===== src/design/bvg_pkg.sv =====
// Shared types, widths and constants of the battery voltage gauge.
`timescale 1ns / 1ps
package bvg_pkg;

  // Field widths
  localparam int MV_W      = 12;
  localparam int CODE_W    = 12;
  localparam int STEPPED_W = 13;
  localparam int PCT_W     = 14;
  localparam int BATT_W    = 16;
  localparam int SUM_W     = 20;
  localparam int PERIOD_W  = 16;
  localparam int COUNT_W   = 8;
  localparam int STEP_W    = 10;

  // Configuration port
  localparam int CFG_IDX_W  = 4;
  localparam int CFG_DATA_W = 16;

  localparam logic [CFG_IDX_W-1:0] REG_SAMPLE_PERIOD = 4'd0;
  localparam logic [CFG_IDX_W-1:0] REG_REPORT_PERIOD = 4'd1;
  localparam logic [CFG_IDX_W-1:0] REG_SAMPLE_COUNT  = 4'd2;
  localparam logic [CFG_IDX_W-1:0] REG_STEP          = 4'd3;
  localparam logic [CFG_IDX_W-1:0] REG_PIN_MIN       = 4'd4;
  localparam logic [CFG_IDX_W-1:0] REG_PIN_MAX       = 4'd5;
  localparam logic [CFG_IDX_W-1:0] REG_VBAT_EMPTY    = 4'd6;
  localparam logic [CFG_IDX_W-1:0] REG_VBAT_FULL     = 4'd7;

  localparam logic [PERIOD_W-1:0] RST_SAMPLE_PERIOD = 16'd50;
  localparam logic [PERIOD_W-1:0] RST_REPORT_PERIOD = 16'd2000;
  localparam logic [COUNT_W-1:0]  RST_SAMPLE_COUNT  = 8'd10;
  localparam logic [STEP_W-1:0]   RST_STEP          = 10'd100;
  localparam logic [MV_W-1:0]     RST_PIN_MIN       = 12'd576;
  localparam logic [MV_W-1:0]     RST_PIN_MAX       = 12'd1970;
  localparam logic [BATT_W-1:0]   RST_VBAT_EMPTY    = 16'd48000;
  localparam logic [BATT_W-1:0]   RST_VBAT_FULL     = 16'd56000;

  localparam logic [PCT_W-1:0] PCT_SCALE = 14'd10000;

  // Shared divider
  localparam int DIV_NUM_W = 28;
  localparam int DIV_DEN_W = 19;

  typedef enum logic [1:0] {
    DIV_SEL_Q,
    DIV_SEL_PCT,
    DIV_SEL_BAT
  } div_sel_t;

  typedef struct packed {
    logic     tick;
    logic     prep;
    logic     div_start;
    div_sel_t div_sel;
    logic     step;
    logic     clamp;
    logic     map;
    logic     cap_pct;
    logic     commit;
    logic     load_out;
  } cmd_t;

  typedef struct packed {
    logic report_hit;
    logic report_go;
    logic range_ok;
    logic div_done;
  } status_t;

endpackage


===== src/design/bvg_in_if.sv =====
// Tick channel: one word per millisecond tick.
`timescale 1ns / 1ps
interface bvg_in_if import bvg_pkg::*; ();
  logic              valid;
  logic              ready;
  logic [MV_W-1:0]   sample_mv;
  logic [CODE_W-1:0] raw_code;

  modport source (output valid, output sample_mv, output raw_code, input ready);
  modport sink   (input valid, input sample_mv, input raw_code, output ready);
endinterface


===== src/design/bvg_out_if.sv =====
// Report channel: one word per tick with the held gauge values.
`timescale 1ns / 1ps
interface bvg_out_if import bvg_pkg::*; ();
  logic                 valid;
  logic                 ready;
  logic [STEPPED_W-1:0] stepped_mv;
  logic [PCT_W-1:0]     percent_hundredths;
  logic [BATT_W-1:0]    battery_mv;
  logic [CODE_W-1:0]    latched_code;
  logic                 report_updated;

  modport source (output valid, output stepped_mv, output percent_hundredths,
                  output battery_mv, output latched_code, output report_updated,
                  input ready);
  modport sink   (input valid, input stepped_mv, input percent_hundredths,
                  input battery_mv, input latched_code, input report_updated,
                  output ready);
endinterface


===== src/design/bvg_cfg_if.sv =====
// Configuration write channel: register index and data.
`timescale 1ns / 1ps
interface bvg_cfg_if import bvg_pkg::*; ();
  logic                  valid;
  logic                  ready;
  logic [CFG_IDX_W-1:0]  index;
  logic [CFG_DATA_W-1:0] data;

  modport source (output valid, output index, output data, input ready);
  modport sink   (input valid, input index, input data, output ready);
endinterface


===== src/design/battery_voltage_gauge.sv =====
// Battery voltage gauge top level: controller, datapath and channel wiring.
//
// Usage: each word on the tick channel is one millisecond tick with the pin
// voltage (sample_mv) and the raw converter code. For every accepted tick
// exactly one word leaves on the report channel with the held stepped pin
// voltage, charge in hundredths of a percent, battery millivolts, latched
// code and a flag that is set when this tick made a new report.
// Configuration words on the cfg channel (index 0..7) are always accepted;
// write them only while no tick is in flight.
// Sequence: a tick with no report evaluation goes from idle to the output
// stage; an evaluation that finds no change passes prepare and test first;
// a new report runs the shared one-bit-per-cycle divider for three 28-bit
// divisions (rounding, percent, battery voltage); empty pin range: rounding only.
// The tick channel takes one word at a time; it is ready again as soon as
// the result sits in the output register, so one tick can be accepted while
// the previous report word waits for the receiver. If the receiver stalls
// longer, the next result holds in the controller until the register frees.
// Synchronous reset restores the default configuration and clears all
// counters, sums and held values; report words carry zeros until the first report.
`timescale 1ns / 1ps
module battery_voltage_gauge import bvg_pkg::*; #(
  parameter int ADC_BITS = 12
) (
  input  logic      clk,
  input  logic      rst,
  bvg_in_if.sink    tick,
  bvg_out_if.source report,
  bvg_cfg_if.sink   cfg
);

  cmd_t    cmd;
  status_t status;

  assign cfg.ready = 1'b1;

  bvg_ctrl u_ctrl (
    .clk        (clk),
    .rst        (rst),
    .tick_valid (tick.valid),
    .tick_ready (tick.ready),
    .out_valid  (report.valid),
    .out_ready  (report.ready),
    .status     (status),
    .cmd        (cmd)
  );

  bvg_datapath #(
    .ADC_BITS (ADC_BITS)
  ) u_dp (
    .clk                (clk),
    .rst                (rst),
    .cfg_we             (cfg.valid && cfg.ready),
    .cfg_index          (cfg.index),
    .cfg_data           (cfg.data),
    .sample_mv          (tick.sample_mv),
    .raw_code           (tick.raw_code),
    .cmd                (cmd),
    .status             (status),
    .stepped_mv         (report.stepped_mv),
    .percent_hundredths (report.percent_hundredths),
    .battery_mv         (report.battery_mv),
    .latched_code       (report.latched_code),
    .report_updated     (report.report_updated)
  );

endmodule


===== src/design/bvg_div.sv =====
// Restoring divider, one quotient bit per cycle.
`timescale 1ns / 1ps
module bvg_div import bvg_pkg::*; (
  input  logic                 clk,
  input  logic                 rst,
  input  logic                 start,
  input  logic [DIV_NUM_W-1:0] num,
  input  logic [DIV_DEN_W-1:0] den,
  output logic                 done,
  output logic [DIV_NUM_W-1:0] quo,
  output logic [DIV_DEN_W-1:0] rem
);

  localparam int CNT_W = $clog2(DIV_NUM_W);

  logic                 busy;
  logic [CNT_W-1:0]     cnt;
  logic [DIV_DEN_W-1:0] den_q;
  logic [DIV_DEN_W:0]   shifted;
  logic [DIV_DEN_W+1:0] trial;

  assign shifted = {rem, quo[DIV_NUM_W-1]};
  assign trial   = {1'b0, shifted} - {2'b00, den_q};

  always_ff @(posedge clk) begin
    if (rst) begin
      busy <= 1'b0;
      done <= 1'b0;
      cnt  <= '0;
    end else begin
      done <= 1'b0;
      if (start) begin
        busy <= 1'b1;
        cnt  <= '0;
      end else if (busy) begin
        cnt <= cnt + CNT_W'(1);
        if (cnt == CNT_W'(DIV_NUM_W - 1)) begin
          busy <= 1'b0;
          done <= 1'b1;
        end
      end
    end
  end

  always_ff @(posedge clk) begin
    if (start) begin
      quo   <= num;
      rem   <= '0;
      den_q <= den;
    end else if (busy) begin
      // shifted < 2*den, so a successful subtract fits the remainder
      if (!trial[DIV_DEN_W+1]) begin
        rem <= trial[DIV_DEN_W-1:0];
        quo <= {quo[DIV_NUM_W-2:0], 1'b1};
      end else begin
        rem <= shifted[DIV_DEN_W-1:0];
        quo <= {quo[DIV_NUM_W-2:0], 1'b0};
      end
    end
  end

endmodule


===== src/design/bvg_datapath.sv =====
// Gauge datapath: config registers, tick counters, averaging, report math.
`timescale 1ns / 1ps
module bvg_datapath import bvg_pkg::*; #(
  parameter int ADC_BITS = 12
) (
  input  logic                  clk,
  input  logic                  rst,
  input  logic                  cfg_we,
  input  logic [CFG_IDX_W-1:0]  cfg_index,
  input  logic [CFG_DATA_W-1:0] cfg_data,
  input  logic [MV_W-1:0]       sample_mv,
  input  logic [CODE_W-1:0]     raw_code,
  input  cmd_t                  cmd,
  output status_t               status,
  output logic [STEPPED_W-1:0]  stepped_mv,
  output logic [PCT_W-1:0]      percent_hundredths,
  output logic [BATT_W-1:0]     battery_mv,
  output logic [CODE_W-1:0]     latched_code,
  output logic                  report_updated
);

  localparam int KEEP = (ADC_BITS < CODE_W) ? ADC_BITS : CODE_W;
  localparam logic [CODE_W-1:0] CODE_MASK = CODE_W'((32'd1 << KEEP) - 32'd1);
  localparam int Q_W    = 20;  // rounded quotient never exceeds the sum width
  localparam int STPD_W = 21;  // q * step before masking
  localparam int NST_W  = COUNT_W + STEP_W;
  localparam int LN_W   = STEPPED_W + COUNT_W;

  // Configuration
  logic [PERIOD_W-1:0] sample_period;
  logic [PERIOD_W-1:0] report_period;
  logic [COUNT_W-1:0]  sample_count;
  logic [STEP_W-1:0]   step;
  logic [MV_W-1:0]     pin_min;
  logic [MV_W-1:0]     pin_max;
  logic [BATT_W-1:0]   vbat_empty;
  logic [BATT_W-1:0]   vbat_full;

  // Gauge state
  logic [PERIOD_W-1:0]  tss;
  logic [PERIOD_W-1:0]  tsr;
  logic [SUM_W-1:0]     running_sum;
  logic [COUNT_W-1:0]   samples_taken;
  logic [SUM_W-1:0]     average_sum;
  logic [STEPPED_W-1:0] last_reported;
  logic                 has_reported;
  logic [STEPPED_W-1:0] held_stepped;
  logic [PCT_W-1:0]     held_percent;
  logic [BATT_W-1:0]    held_battery;
  logic [CODE_W-1:0]    held_code;
  logic                 updated;

  // Working registers
  logic [CODE_W-1:0]  code_hold;
  logic [COUNT_W-1:0] n_r;
  logic [STEP_W-1:0]  st_r;
  logic [NST_W-1:0]   nst;
  logic [LN_W-1:0]    ln;
  logic [STPD_W-1:0]  stepped;
  logic [MV_W-1:0]    off_r;
  logic [MV_W-1:0]    den_r;
  logic               range_ok;
  logic               bneg_r;
  logic [BATT_W-1:0]  bmag_r;
  logic [25:0]        p_pct;
  logic [27:0]        p_bat;
  logic [PCT_W-1:0]   pct_r;

  // Output register
  logic [STEPPED_W-1:0] out_stepped;
  logic [PCT_W-1:0]     out_percent;
  logic [BATT_W-1:0]    out_battery;
  logic [CODE_W-1:0]    out_code;
  logic                 out_updated;

  // Divider
  logic [DIV_NUM_W-1:0] div_num;
  logic [DIV_DEN_W-1:0] div_den;
  logic                 div_done;
  logic [DIV_NUM_W-1:0] div_quo;
  logic [DIV_DEN_W-1:0] div_rem;

  // Combinational
  logic [PERIOD_W-1:0] tss_inc;
  logic [PERIOD_W-1:0] tsr_inc;
  logic                sample_hit;
  logic                report_hit;
  logic [SUM_W-1:0]    rs_add;
  logic [COUNT_W-1:0]  cnt_inc;
  logic                avg_hit;
  logic [LN_W:0]       diff;
  logic [LN_W:0]       diff_neg;
  logic [LN_W-1:0]     abs_diff;
  logic [21:0]         qnum;
  logic [29:0]         prod_step;
  logic [MV_W-1:0]     clean;
  logic [BATT_W:0]     brange;
  logic [BATT_W:0]     brange_neg;
  logic [25:0]         prod_pct;
  logic [27:0]         prod_bat;
  logic [BATT_W-1:0]   batt_val;

  always_ff @(posedge clk) begin
    if (rst) begin
      sample_period <= RST_SAMPLE_PERIOD;
      report_period <= RST_REPORT_PERIOD;
      sample_count  <= RST_SAMPLE_COUNT;
      step          <= RST_STEP;
      pin_min       <= RST_PIN_MIN;
      pin_max       <= RST_PIN_MAX;
      vbat_empty    <= RST_VBAT_EMPTY;
      vbat_full     <= RST_VBAT_FULL;
    end else if (cfg_we) begin
      unique case (cfg_index)
        REG_SAMPLE_PERIOD: sample_period <= cfg_data;
        REG_REPORT_PERIOD: report_period <= cfg_data;
        REG_SAMPLE_COUNT:  sample_count  <= cfg_data[COUNT_W-1:0];
        REG_STEP:          step          <= cfg_data[STEP_W-1:0];
        REG_PIN_MIN:       pin_min       <= cfg_data[MV_W-1:0];
        REG_PIN_MAX:       pin_max       <= cfg_data[MV_W-1:0];
        REG_VBAT_EMPTY:    vbat_empty    <= cfg_data;
        REG_VBAT_FULL:     vbat_full     <= cfg_data;
        default: ;
      endcase
    end
  end

  assign tss_inc    = tss + PERIOD_W'(1);
  assign tsr_inc    = tsr + PERIOD_W'(1);
  assign sample_hit = (tss_inc >= sample_period);
  assign report_hit = (tsr_inc >= report_period);
  assign rs_add     = running_sum + SUM_W'(sample_mv);
  assign cnt_inc    = samples_taken + COUNT_W'(1);
  assign avg_hit    = (cnt_inc >= sample_count);

  // Hysteresis test on sums: |avg_sum - last * n| >= step * n
  assign diff     = {2'b00, average_sum} - {1'b0, ln};
  assign diff_neg = -diff;
  assign abs_diff = diff[LN_W] ? diff_neg[LN_W-1:0] : diff[LN_W-1:0];

  // Half-up rounding: (2s + n*st) / (2*n*st)
  assign qnum      = {1'b0, average_sum, 1'b0} + {4'b0000, nst};
  assign prod_step = {10'd0, div_quo[Q_W-1:0]} * {20'd0, st_r};

  always_comb begin
    if (stepped < {9'd0, pin_min}) begin
      clean = pin_min;
    end else if (stepped > {9'd0, pin_max}) begin
      clean = pin_max;
    end else begin
      clean = stepped[MV_W-1:0];
    end
  end

  assign brange     = {1'b0, vbat_full} - {1'b0, vbat_empty};
  assign brange_neg = -brange;
  assign prod_pct   = {14'd0, off_r} * {12'd0, PCT_SCALE};
  assign prod_bat   = {16'd0, off_r} * {12'd0, bmag_r};

  // Floor toward minus infinity when the battery range is reversed
  assign batt_val = bneg_r ? (vbat_empty - div_quo[BATT_W-1:0] - BATT_W'(|div_rem))
                           : (vbat_empty + div_quo[BATT_W-1:0]);

  always_comb begin
    unique case (cmd.div_sel)
      DIV_SEL_Q: begin
        div_num = {6'd0, qnum};
        div_den = {nst, 1'b0};
      end
      DIV_SEL_PCT: begin
        div_num = {2'b00, p_pct};
        div_den = {7'd0, den_r};
      end
      DIV_SEL_BAT: begin
        div_num = p_bat;
        div_den = {7'd0, den_r};
      end
      default: begin
        div_num = '0;
        div_den = '0;
      end
    endcase
  end

  bvg_div u_div (
    .clk   (clk),
    .rst   (rst),
    .start (cmd.div_start),
    .num   (div_num),
    .den   (div_den),
    .done  (div_done),
    .quo   (div_quo),
    .rem   (div_rem)
  );

  always_ff @(posedge clk) begin
    if (rst) begin
      tss           <= '0;
      tsr           <= '0;
      running_sum   <= '0;
      samples_taken <= '0;
      average_sum   <= '0;
      last_reported <= '0;
      has_reported  <= 1'b0;
      held_stepped  <= '0;
      held_percent  <= '0;
      held_battery  <= '0;
      held_code     <= '0;
      updated       <= 1'b0;
    end else begin
      if (cmd.tick) begin
        if (sample_hit) begin
          tss <= '0;
          if (avg_hit) begin
            average_sum   <= rs_add;
            running_sum   <= '0;
            samples_taken <= '0;
          end else begin
            running_sum   <= rs_add;
            samples_taken <= cnt_inc;
          end
        end else begin
          tss <= tss_inc;
        end
        tsr     <= report_hit ? '0 : tsr_inc;
        updated <= 1'b0;
      end
      if (cmd.commit) begin
        last_reported <= stepped[STEPPED_W-1:0];
        has_reported  <= 1'b1;
        held_stepped  <= stepped[STEPPED_W-1:0];
        held_percent  <= range_ok ? pct_r : '0;
        held_battery  <= range_ok ? batt_val : vbat_empty;
        held_code     <= code_hold;
        updated       <= 1'b1;
      end
    end
  end

  always_ff @(posedge clk) begin
    if (cmd.tick) begin
      code_hold <= raw_code & CODE_MASK;
      n_r       <= (sample_count == '0) ? COUNT_W'(1) : sample_count;
      st_r      <= (step == '0) ? STEP_W'(1) : step;
    end
    if (cmd.prep) begin
      nst <= {{STEP_W{1'b0}}, n_r} * {{COUNT_W{1'b0}}, st_r};
      ln  <= {{STEPPED_W{1'b0}}, n_r} * {{COUNT_W{1'b0}}, last_reported};
    end
    if (cmd.step) begin
      stepped <= prod_step[STPD_W-1:0];
    end
    if (cmd.clamp) begin
      off_r    <= clean - pin_min;
      den_r    <= pin_max - pin_min;
      range_ok <= (pin_max > pin_min);
      bneg_r   <= brange[BATT_W];
      bmag_r   <= brange[BATT_W] ? brange_neg[BATT_W-1:0] : brange[BATT_W-1:0];
    end
    if (cmd.map) begin
      p_pct <= prod_pct;
      p_bat <= prod_bat;
    end
    if (cmd.cap_pct) begin
      pct_r <= div_quo[PCT_W-1:0];
    end
    if (cmd.load_out) begin
      out_stepped <= held_stepped;
      out_percent <= held_percent;
      out_battery <= held_battery;
      out_code    <= held_code;
      out_updated <= updated;
    end
  end

  assign status.report_hit = report_hit;
  assign status.report_go  = !has_reported || ({3'b000, nst} <= abs_diff);
  assign status.range_ok   = range_ok;
  assign status.div_done   = div_done;

  assign stepped_mv         = out_stepped;
  assign percent_hundredths = out_percent;
  assign battery_mv         = out_battery;
  assign latched_code       = out_code;
  assign report_updated     = out_updated;

endmodule


===== src/design/bvg_ctrl.sv =====
// Gauge controller: sequences one tick and the report evaluation.
`timescale 1ns / 1ps
module bvg_ctrl import bvg_pkg::*; (
  input  logic    clk,
  input  logic    rst,
  input  logic    tick_valid,
  output logic    tick_ready,
  output logic    out_valid,
  input  logic    out_ready,
  input  status_t status,
  output cmd_t    cmd
);

  typedef enum logic [3:0] {
    S_IDLE,
    S_PREP,
    S_TEST,
    S_DIV_Q,
    S_CLAMP,
    S_MAP,
    S_PCT_GO,
    S_DIV_P,
    S_DIV_B,
    S_COMMIT,
    S_DONE
  } state_t;

  state_t state;
  state_t state_next;

  assign tick_ready = (state == S_IDLE);

  always_comb begin
    cmd        = '0;
    state_next = state;
    unique case (state)
      S_IDLE: begin
        if (tick_valid) begin
          cmd.tick   = 1'b1;
          state_next = status.report_hit ? S_PREP : S_DONE;
        end
      end
      S_PREP: begin
        cmd.prep   = 1'b1;
        state_next = S_TEST;
      end
      S_TEST: begin
        if (status.report_go) begin
          cmd.div_start = 1'b1;
          cmd.div_sel   = DIV_SEL_Q;
          state_next    = S_DIV_Q;
        end else begin
          state_next = S_DONE;
        end
      end
      S_DIV_Q: begin
        if (status.div_done) begin
          cmd.step   = 1'b1;
          state_next = S_CLAMP;
        end
      end
      S_CLAMP: begin
        cmd.clamp  = 1'b1;
        state_next = S_MAP;
      end
      S_MAP: begin
        cmd.map    = 1'b1;
        // empty pin range: skip both divisions
        state_next = status.range_ok ? S_PCT_GO : S_COMMIT;
      end
      S_PCT_GO: begin
        cmd.div_start = 1'b1;
        cmd.div_sel   = DIV_SEL_PCT;
        state_next    = S_DIV_P;
      end
      S_DIV_P: begin
        if (status.div_done) begin
          cmd.cap_pct   = 1'b1;
          cmd.div_start = 1'b1;
          cmd.div_sel   = DIV_SEL_BAT;
          state_next    = S_DIV_B;
        end
      end
      S_DIV_B: begin
        if (status.div_done) begin
          state_next = S_COMMIT;
        end
      end
      S_COMMIT: begin
        cmd.commit = 1'b1;
        state_next = S_DONE;
      end
      S_DONE: begin
        if (!out_valid || out_ready) begin
          cmd.load_out = 1'b1;
          state_next   = S_IDLE;
        end
      end
      default: state_next = S_IDLE;
    endcase
  end

  always_ff @(posedge clk) begin
    if (rst) begin
      state     <= S_IDLE;
      out_valid <= 1'b0;
    end else begin
      state <= state_next;
      if (cmd.load_out) begin
        out_valid <= 1'b1;
      end else if (out_ready) begin
        out_valid <= 1'b0;
      end
    end
  end

endmodule


===== src/flat_wrapper.sv =====
// flat-port wrapper written by rule: the top's interface ports become plain ports
module battery_voltage_gauge_flat import bvg_pkg::*;
#(
  parameter int ADC_BITS = 12
)
  (clk, rst, tick_valid, tick_sample_mv, tick_raw_code, tick_ready, report_valid, report_stepped_mv, report_percent_hundredths, report_battery_mv, report_latched_code, report_report_updated, report_ready, cfg_valid, cfg_index, cfg_data, cfg_ready);
  bvg_in_if tick_i ();
  bvg_out_if report_i ();
  bvg_cfg_if cfg_i ();
  input  logic clk;
  input  logic rst;
  input wire logic [$bits(tick_i.valid)-1:0] tick_valid;
  input wire logic [$bits(tick_i.sample_mv)-1:0] tick_sample_mv;
  input wire logic [$bits(tick_i.raw_code)-1:0] tick_raw_code;
  output wire logic [$bits(tick_i.ready)-1:0] tick_ready;
  output wire logic [$bits(report_i.valid)-1:0] report_valid;
  output wire logic [$bits(report_i.stepped_mv)-1:0] report_stepped_mv;
  output wire logic [$bits(report_i.percent_hundredths)-1:0] report_percent_hundredths;
  output wire logic [$bits(report_i.battery_mv)-1:0] report_battery_mv;
  output wire logic [$bits(report_i.latched_code)-1:0] report_latched_code;
  output wire logic [$bits(report_i.report_updated)-1:0] report_report_updated;
  input wire logic [$bits(report_i.ready)-1:0] report_ready;
  input wire logic [$bits(cfg_i.valid)-1:0] cfg_valid;
  input wire logic [$bits(cfg_i.index)-1:0] cfg_index;
  input wire logic [$bits(cfg_i.data)-1:0] cfg_data;
  output wire logic [$bits(cfg_i.ready)-1:0] cfg_ready;
  assign tick_i.valid = tick_valid;
  assign tick_i.sample_mv = tick_sample_mv;
  assign tick_i.raw_code = tick_raw_code;
  assign tick_ready = tick_i.ready;
  assign report_valid = report_i.valid;
  assign report_stepped_mv = report_i.stepped_mv;
  assign report_percent_hundredths = report_i.percent_hundredths;
  assign report_battery_mv = report_i.battery_mv;
  assign report_latched_code = report_i.latched_code;
  assign report_report_updated = report_i.report_updated;
  assign report_i.ready = report_ready;
  assign cfg_i.valid = cfg_valid;
  assign cfg_i.index = cfg_index;
  assign cfg_i.data = cfg_data;
  assign cfg_ready = cfg_i.ready;
  battery_voltage_gauge #(.ADC_BITS(ADC_BITS)) u_core (.clk(clk), .rst(rst), .tick(tick_i), .report(report_i), .cfg(cfg_i));
endmodule

===== config.mk =====
export PLATFORM = sky130hd
export DESIGN_NAME = battery_voltage_gauge_flat
export DESIGN_NICKNAME = d
export VERILOG_FILES = /design/src/design/bvg_pkg.sv /design/src/design/bvg_in_if.sv /design/src/design/bvg_out_if.sv /design/src/design/bvg_cfg_if.sv /design/src/design/battery_voltage_gauge.sv /design/src/design/bvg_div.sv /design/src/design/bvg_datapath.sv /design/src/design/bvg_ctrl.sv /design/src/flat_wrapper.sv
export SDC_FILE = /design/constraint.sdc
export NUM_CORES = 2
export LEC_CHECK = 0
export BUFFER_PORTS_ARGS = -buffer_cell sky130_fd_sc_hd__buf_2
export CAP_MARGIN = 15
export CELL_PAD_IN_SITES_DETAIL_PLACEMENT = 0
export CELL_PAD_IN_SITES_GLOBAL_PLACEMENT = 1
export CORE_MARGIN = 2
export CORE_UTILIZATION = 56
export CTS_BUF_LIST = sky130_fd_sc_hd__clkbuf_4
export CTS_CLUSTER_DIAMETER = 120
export CTS_CLUSTER_SIZE = 28
export DETAILED_ROUTE_END_ITERATION = 7
export PLACE_DENSITY_LB_ADDON = 0.1
export SYNTH_ARGS = -nofsm -noshare
export SYNTH_HDL_FRONTEND = slang
export SYNTH_HIERARCHICAL = 1
export SYNTH_SLANG_ARGS = --single-unit
export TNS_END_PERCENT = 100

===== constraint.sdc =====
create_clock -name clk -period 23.5 [get_ports clk]
set_input_delay 5.875 -clock clk [delete_from_list [all_inputs] [get_ports clk]]
set_output_delay 5.875 -clock clk [all_outputs]
set_load 0.1 [all_outputs]

==> results.ini <==
[hold_path]
hp-start = u_core/u_dp/held_battery[15]$_SDFFE_PP0P_
path_class_of_the_lowest_slack_min_delay_path = register to register

[setup_path]
timing.critical_path.to_type = primary output
required_ns = 17.62
worstPathArrival_ns = 2.48
worst_setup_sp_type = register
timing.critical_path.slowest_cell_delay_ns = 0.53
critPathMaxFanout = 14
crit-reg2reg-launch = u_core/u_dp/ln[8]$_DFFE_PP_
cp-startpoint = u_core/u_ctrl/state[0]$_SDFFE_PP0P_
critical_path_class = register to primary output
crit_path_cell_trace = nor4_2 > buf_2
critical-path-slowest-cell = dfxtp_1

[job]
max_cap_violations = 0

[global_route]
grt.total_usage_pct = 28.93
antenna_found_initial = 7
grt_start_max_net_pins = 58
global_route_wire_length_before_repair_mm = 205.0
first_global_vias = 35840
globalRouteOverflowTotal = 0

[yosys]
async_reset_ff_share_pct = 0
top_reg_cell_synth = edfxtp_1
share_of_synthesized_area_occupied_by_flip_flops_and_latches_pct = 29.45
yosysWarningCount = 6
synthesis.area_mm2 = 0.04912
netlist_top_cells_area = edfxtp_1 18%, fa_1 16%, ha_1 12%, dfxtp_1 11%, inv_1 5.4%
synth_area_leader_cell = edfxtp_1
synth-seq-cells = 573
syn_nets = 6220
post_synth.cell_area_avg_um2 = 9.276
synth-edff-count = 299
synth.top_cell.area_share_pct = 18.28
ys_types = 105
synth_cells = 5295

[power]
power_switching_share_pct = 47.81
switchingPower_mw = 3.568
pwr-share-comb_pct = 72.2
leakagePower_nw = 22.98
ir_worst_vdd_mv = 0.5341
fin_total_pwr_mw = 7.463
internal_power_mw = 3.895
clock_share_of_power_pct = 6.1
power_density_mw_per_mm2 = 145.7
p_seq_share_pct = 21.7

[detailed_routing]
final_routed_wirelength_across_all_metal_layers_mm = 128.9
postRouteAntennaNets = 0
top_layer_used = met5
drt_first_iter_violations = 2941
met2_wirelength_mm = 57.72
wl_met1_mm = 61.67
routed-via-count = 36500
detail_route.drc_violations = 0
met3_length_mm = 7.002
routedWlPerCell_um = 20.01
viasPerCell = 5.665
drt_pre_antenna_iters = 8

[floorplan]
coreArea_mm2 = 0.08689
floorplan.rows = 108
floorplan.initialDensity_pct = 56.53
dieWidth_um = 300.2
die_h_um = 300.2
io_pins = 108
design.die.area_mm2 = 0.09010

[placement]
dp.final_hpwl_mm = 96.40
number_of_buffer_cells_added_on_primary_ports = 106
gpl.final_weighted_congestion = 0.8947
pre_cts_ws_ns = 14.59

[cells_and_area]
layout.filler_cells = 7829
ff_latch_area_mm2 = 0.01446
final_util_pct = 58.95
numnets_final = 6187
post_route_cells_drive_above_1_share_pct = 6.055
layout-area-overhead-vs-synth_pct = 4.285
multi_input_comb_area_mm2 = 0.03111

[cts]
tritoncts_num_sinks = 573
cts_max_path_buffers = 3
insertion_delay_ns = 1.02
h-tree-depth = 1
cts_root_buffer = clkbuf_4
clkTransAtPathRegs_ns = 0.28
postCtsSetupRepairBufs = 0
cts_buffers = 29
cts_resized = 0
cts-hold-fix-buffers = 0
cts_tree = built

[timing]
final_hold_vios = 0
rsz0062_at_grt = no
final_min_period_over_clock_period_pct = 35.55
timing.final.crit_period_ns = 8.354
total_negative_slack_for_setup_checks_ns = 0
timing.max_slew.rel_slack_pct = 20.74
final_max_slew_violation_count = 0
worst_setup_slack_final_ns = 15.15
setup_viol_count_final = 0
tightestPinTransition_ns = 1.186
final.setup_skew_ns = 0.07854
max_freq_mhz = 119.7
hold-worst-slack_ns = 0.3970

[run_status]
run_status = completed

worst max-delay path, delay by kind of cell (launching register included):
| family | cells | cell delay (ns) |
|---|---|---|
| flops | 1 | 0.53 |
| buf+inv | 1 | 0.50 |
| simple gates | 1 | 0.45 |
path summary, 6_finish.rpt:
kind,endpoint,slack [ns],cells after the start
setup reg to reg,u_core/u_dp/u_div/quo[25]$_DFFE_PP_,16.35,27
hold reg to reg,u_core/u_dp/battery_mv[15]$_DFFE_PP_,0.40,0
setup / recovery,tick_ready,15.15,2
hold / removal,u_core/u_dp/battery_mv[15]$_DFFE_PP_,0.40,0
power by group through the flow:
stage	combinational, mW	clock, mW	sequential (mW)
after floorplan	4.17	0	1.63
after global placement	5.29	0	1.63
after detailed placement	5.32	0	1.64
after CTS	5.39	0.473	1.61
after global routing	6.11	0.503	1.63
final	5.39	0.458	1.62
Yosys cell counts, types with 43 or more instances:
library cell	count
nand2b_1	43
nor3_1	76
nor2_1	279
edfxtp_1	299
mux2i_1	71
nand3_1	95
inv_1	712
clkbuf_1	195
and3_1	48
xor2_1	103
ha_1	479
nand2_1	690
fa_1	397
a21oi_1	281
dfxtp_1	274
o21ai_0	125
o211ai_1	51
xnor2_1	175
and2_1	255
nor2b_1	43
a21o_1	73
logic make-up after synthesis:
family,count (synthesis),share of synthesized area [%]
simple gates,1672,16.21
compound gates,848,11.49
mux,101,2.142
buf+inv,946,7.362
fa+ha+maj,876,28.38
other cells,1,0.007635
flops,573,29.45
xor+xnor,278,4.957
cells in the final DEF, fill, tap and decap left out, types with 16 or more instances in the layout:
master and n:
a211oi_1 33, a21o_1 73, a21oi_1 280, a22oi_1 23
and2_1 254, and3_1 47, buf_2 105, buf_4 59
clkbuf_4 41, dfxtp_1 274, edfxtp_1 299, fa_1 397
ha_1 479, inv_1 712, mux2_2 29, mux2i_1 71
nand2_1 690, nand2b_1 43, nand3_1 95, nand3b_1 19
nand4_1 31, nor2_1 277, nor2b_1 43, nor3_1 75
nor4_1 18, o2111ai_1 16, o211ai_1 51, o21a_1 30
o21ai_0 125, o21bai_1 23, o31ai_1 20, xnor2_1 175
xor2_1 103
layer usage:
metal / global-route usage (%) / up-vias
li1: - / 17560
met1: 43.52 / 17900
met2: 45.83 / 922
met3: 2.695 / 120
met4: 5.440 / 2
met5: 0 / -
registers in the layout, summed over array words and instances, names as in the netlist, 18 cells and up:
name / cells
u_core/u_dp/u_div/den_q: 19
u_core/u_dp/average_sum: 20
u_core/u_dp/stepped: 21
u_core/u_dp/running_sum: 20
u_core/u_dp/p_bat: 28
u_core/u_dp/nst: 18
u_core/u_dp/u_div/quo: 28
u_core/u_dp/ln: 21
u_core/u_dp/p_pct: 22
u_core/u_dp/u_div/rem: 19
stage by stage:
step / instance area (um^2) / cells
after global placement: 50690 / 6386
after detailed placement: 50690 / 6386
after floorplan: 49120 / 5295
after CTS: 51210 / 6440
after global routing: 51220 / 6442
final: 51220 / 6444
area by class of cell:
class,count,area share [%]
flip-flops and latches,573,28.24
multi-input cells,3776,60.73
inverters,717,5.254
repair buffers,165,1.913
clock inverters,13,0.4201
diodes,4,0.01954
well taps,1155,2.821
clock buffers,41,0.6009
Power figures use the tool's default switching activity.
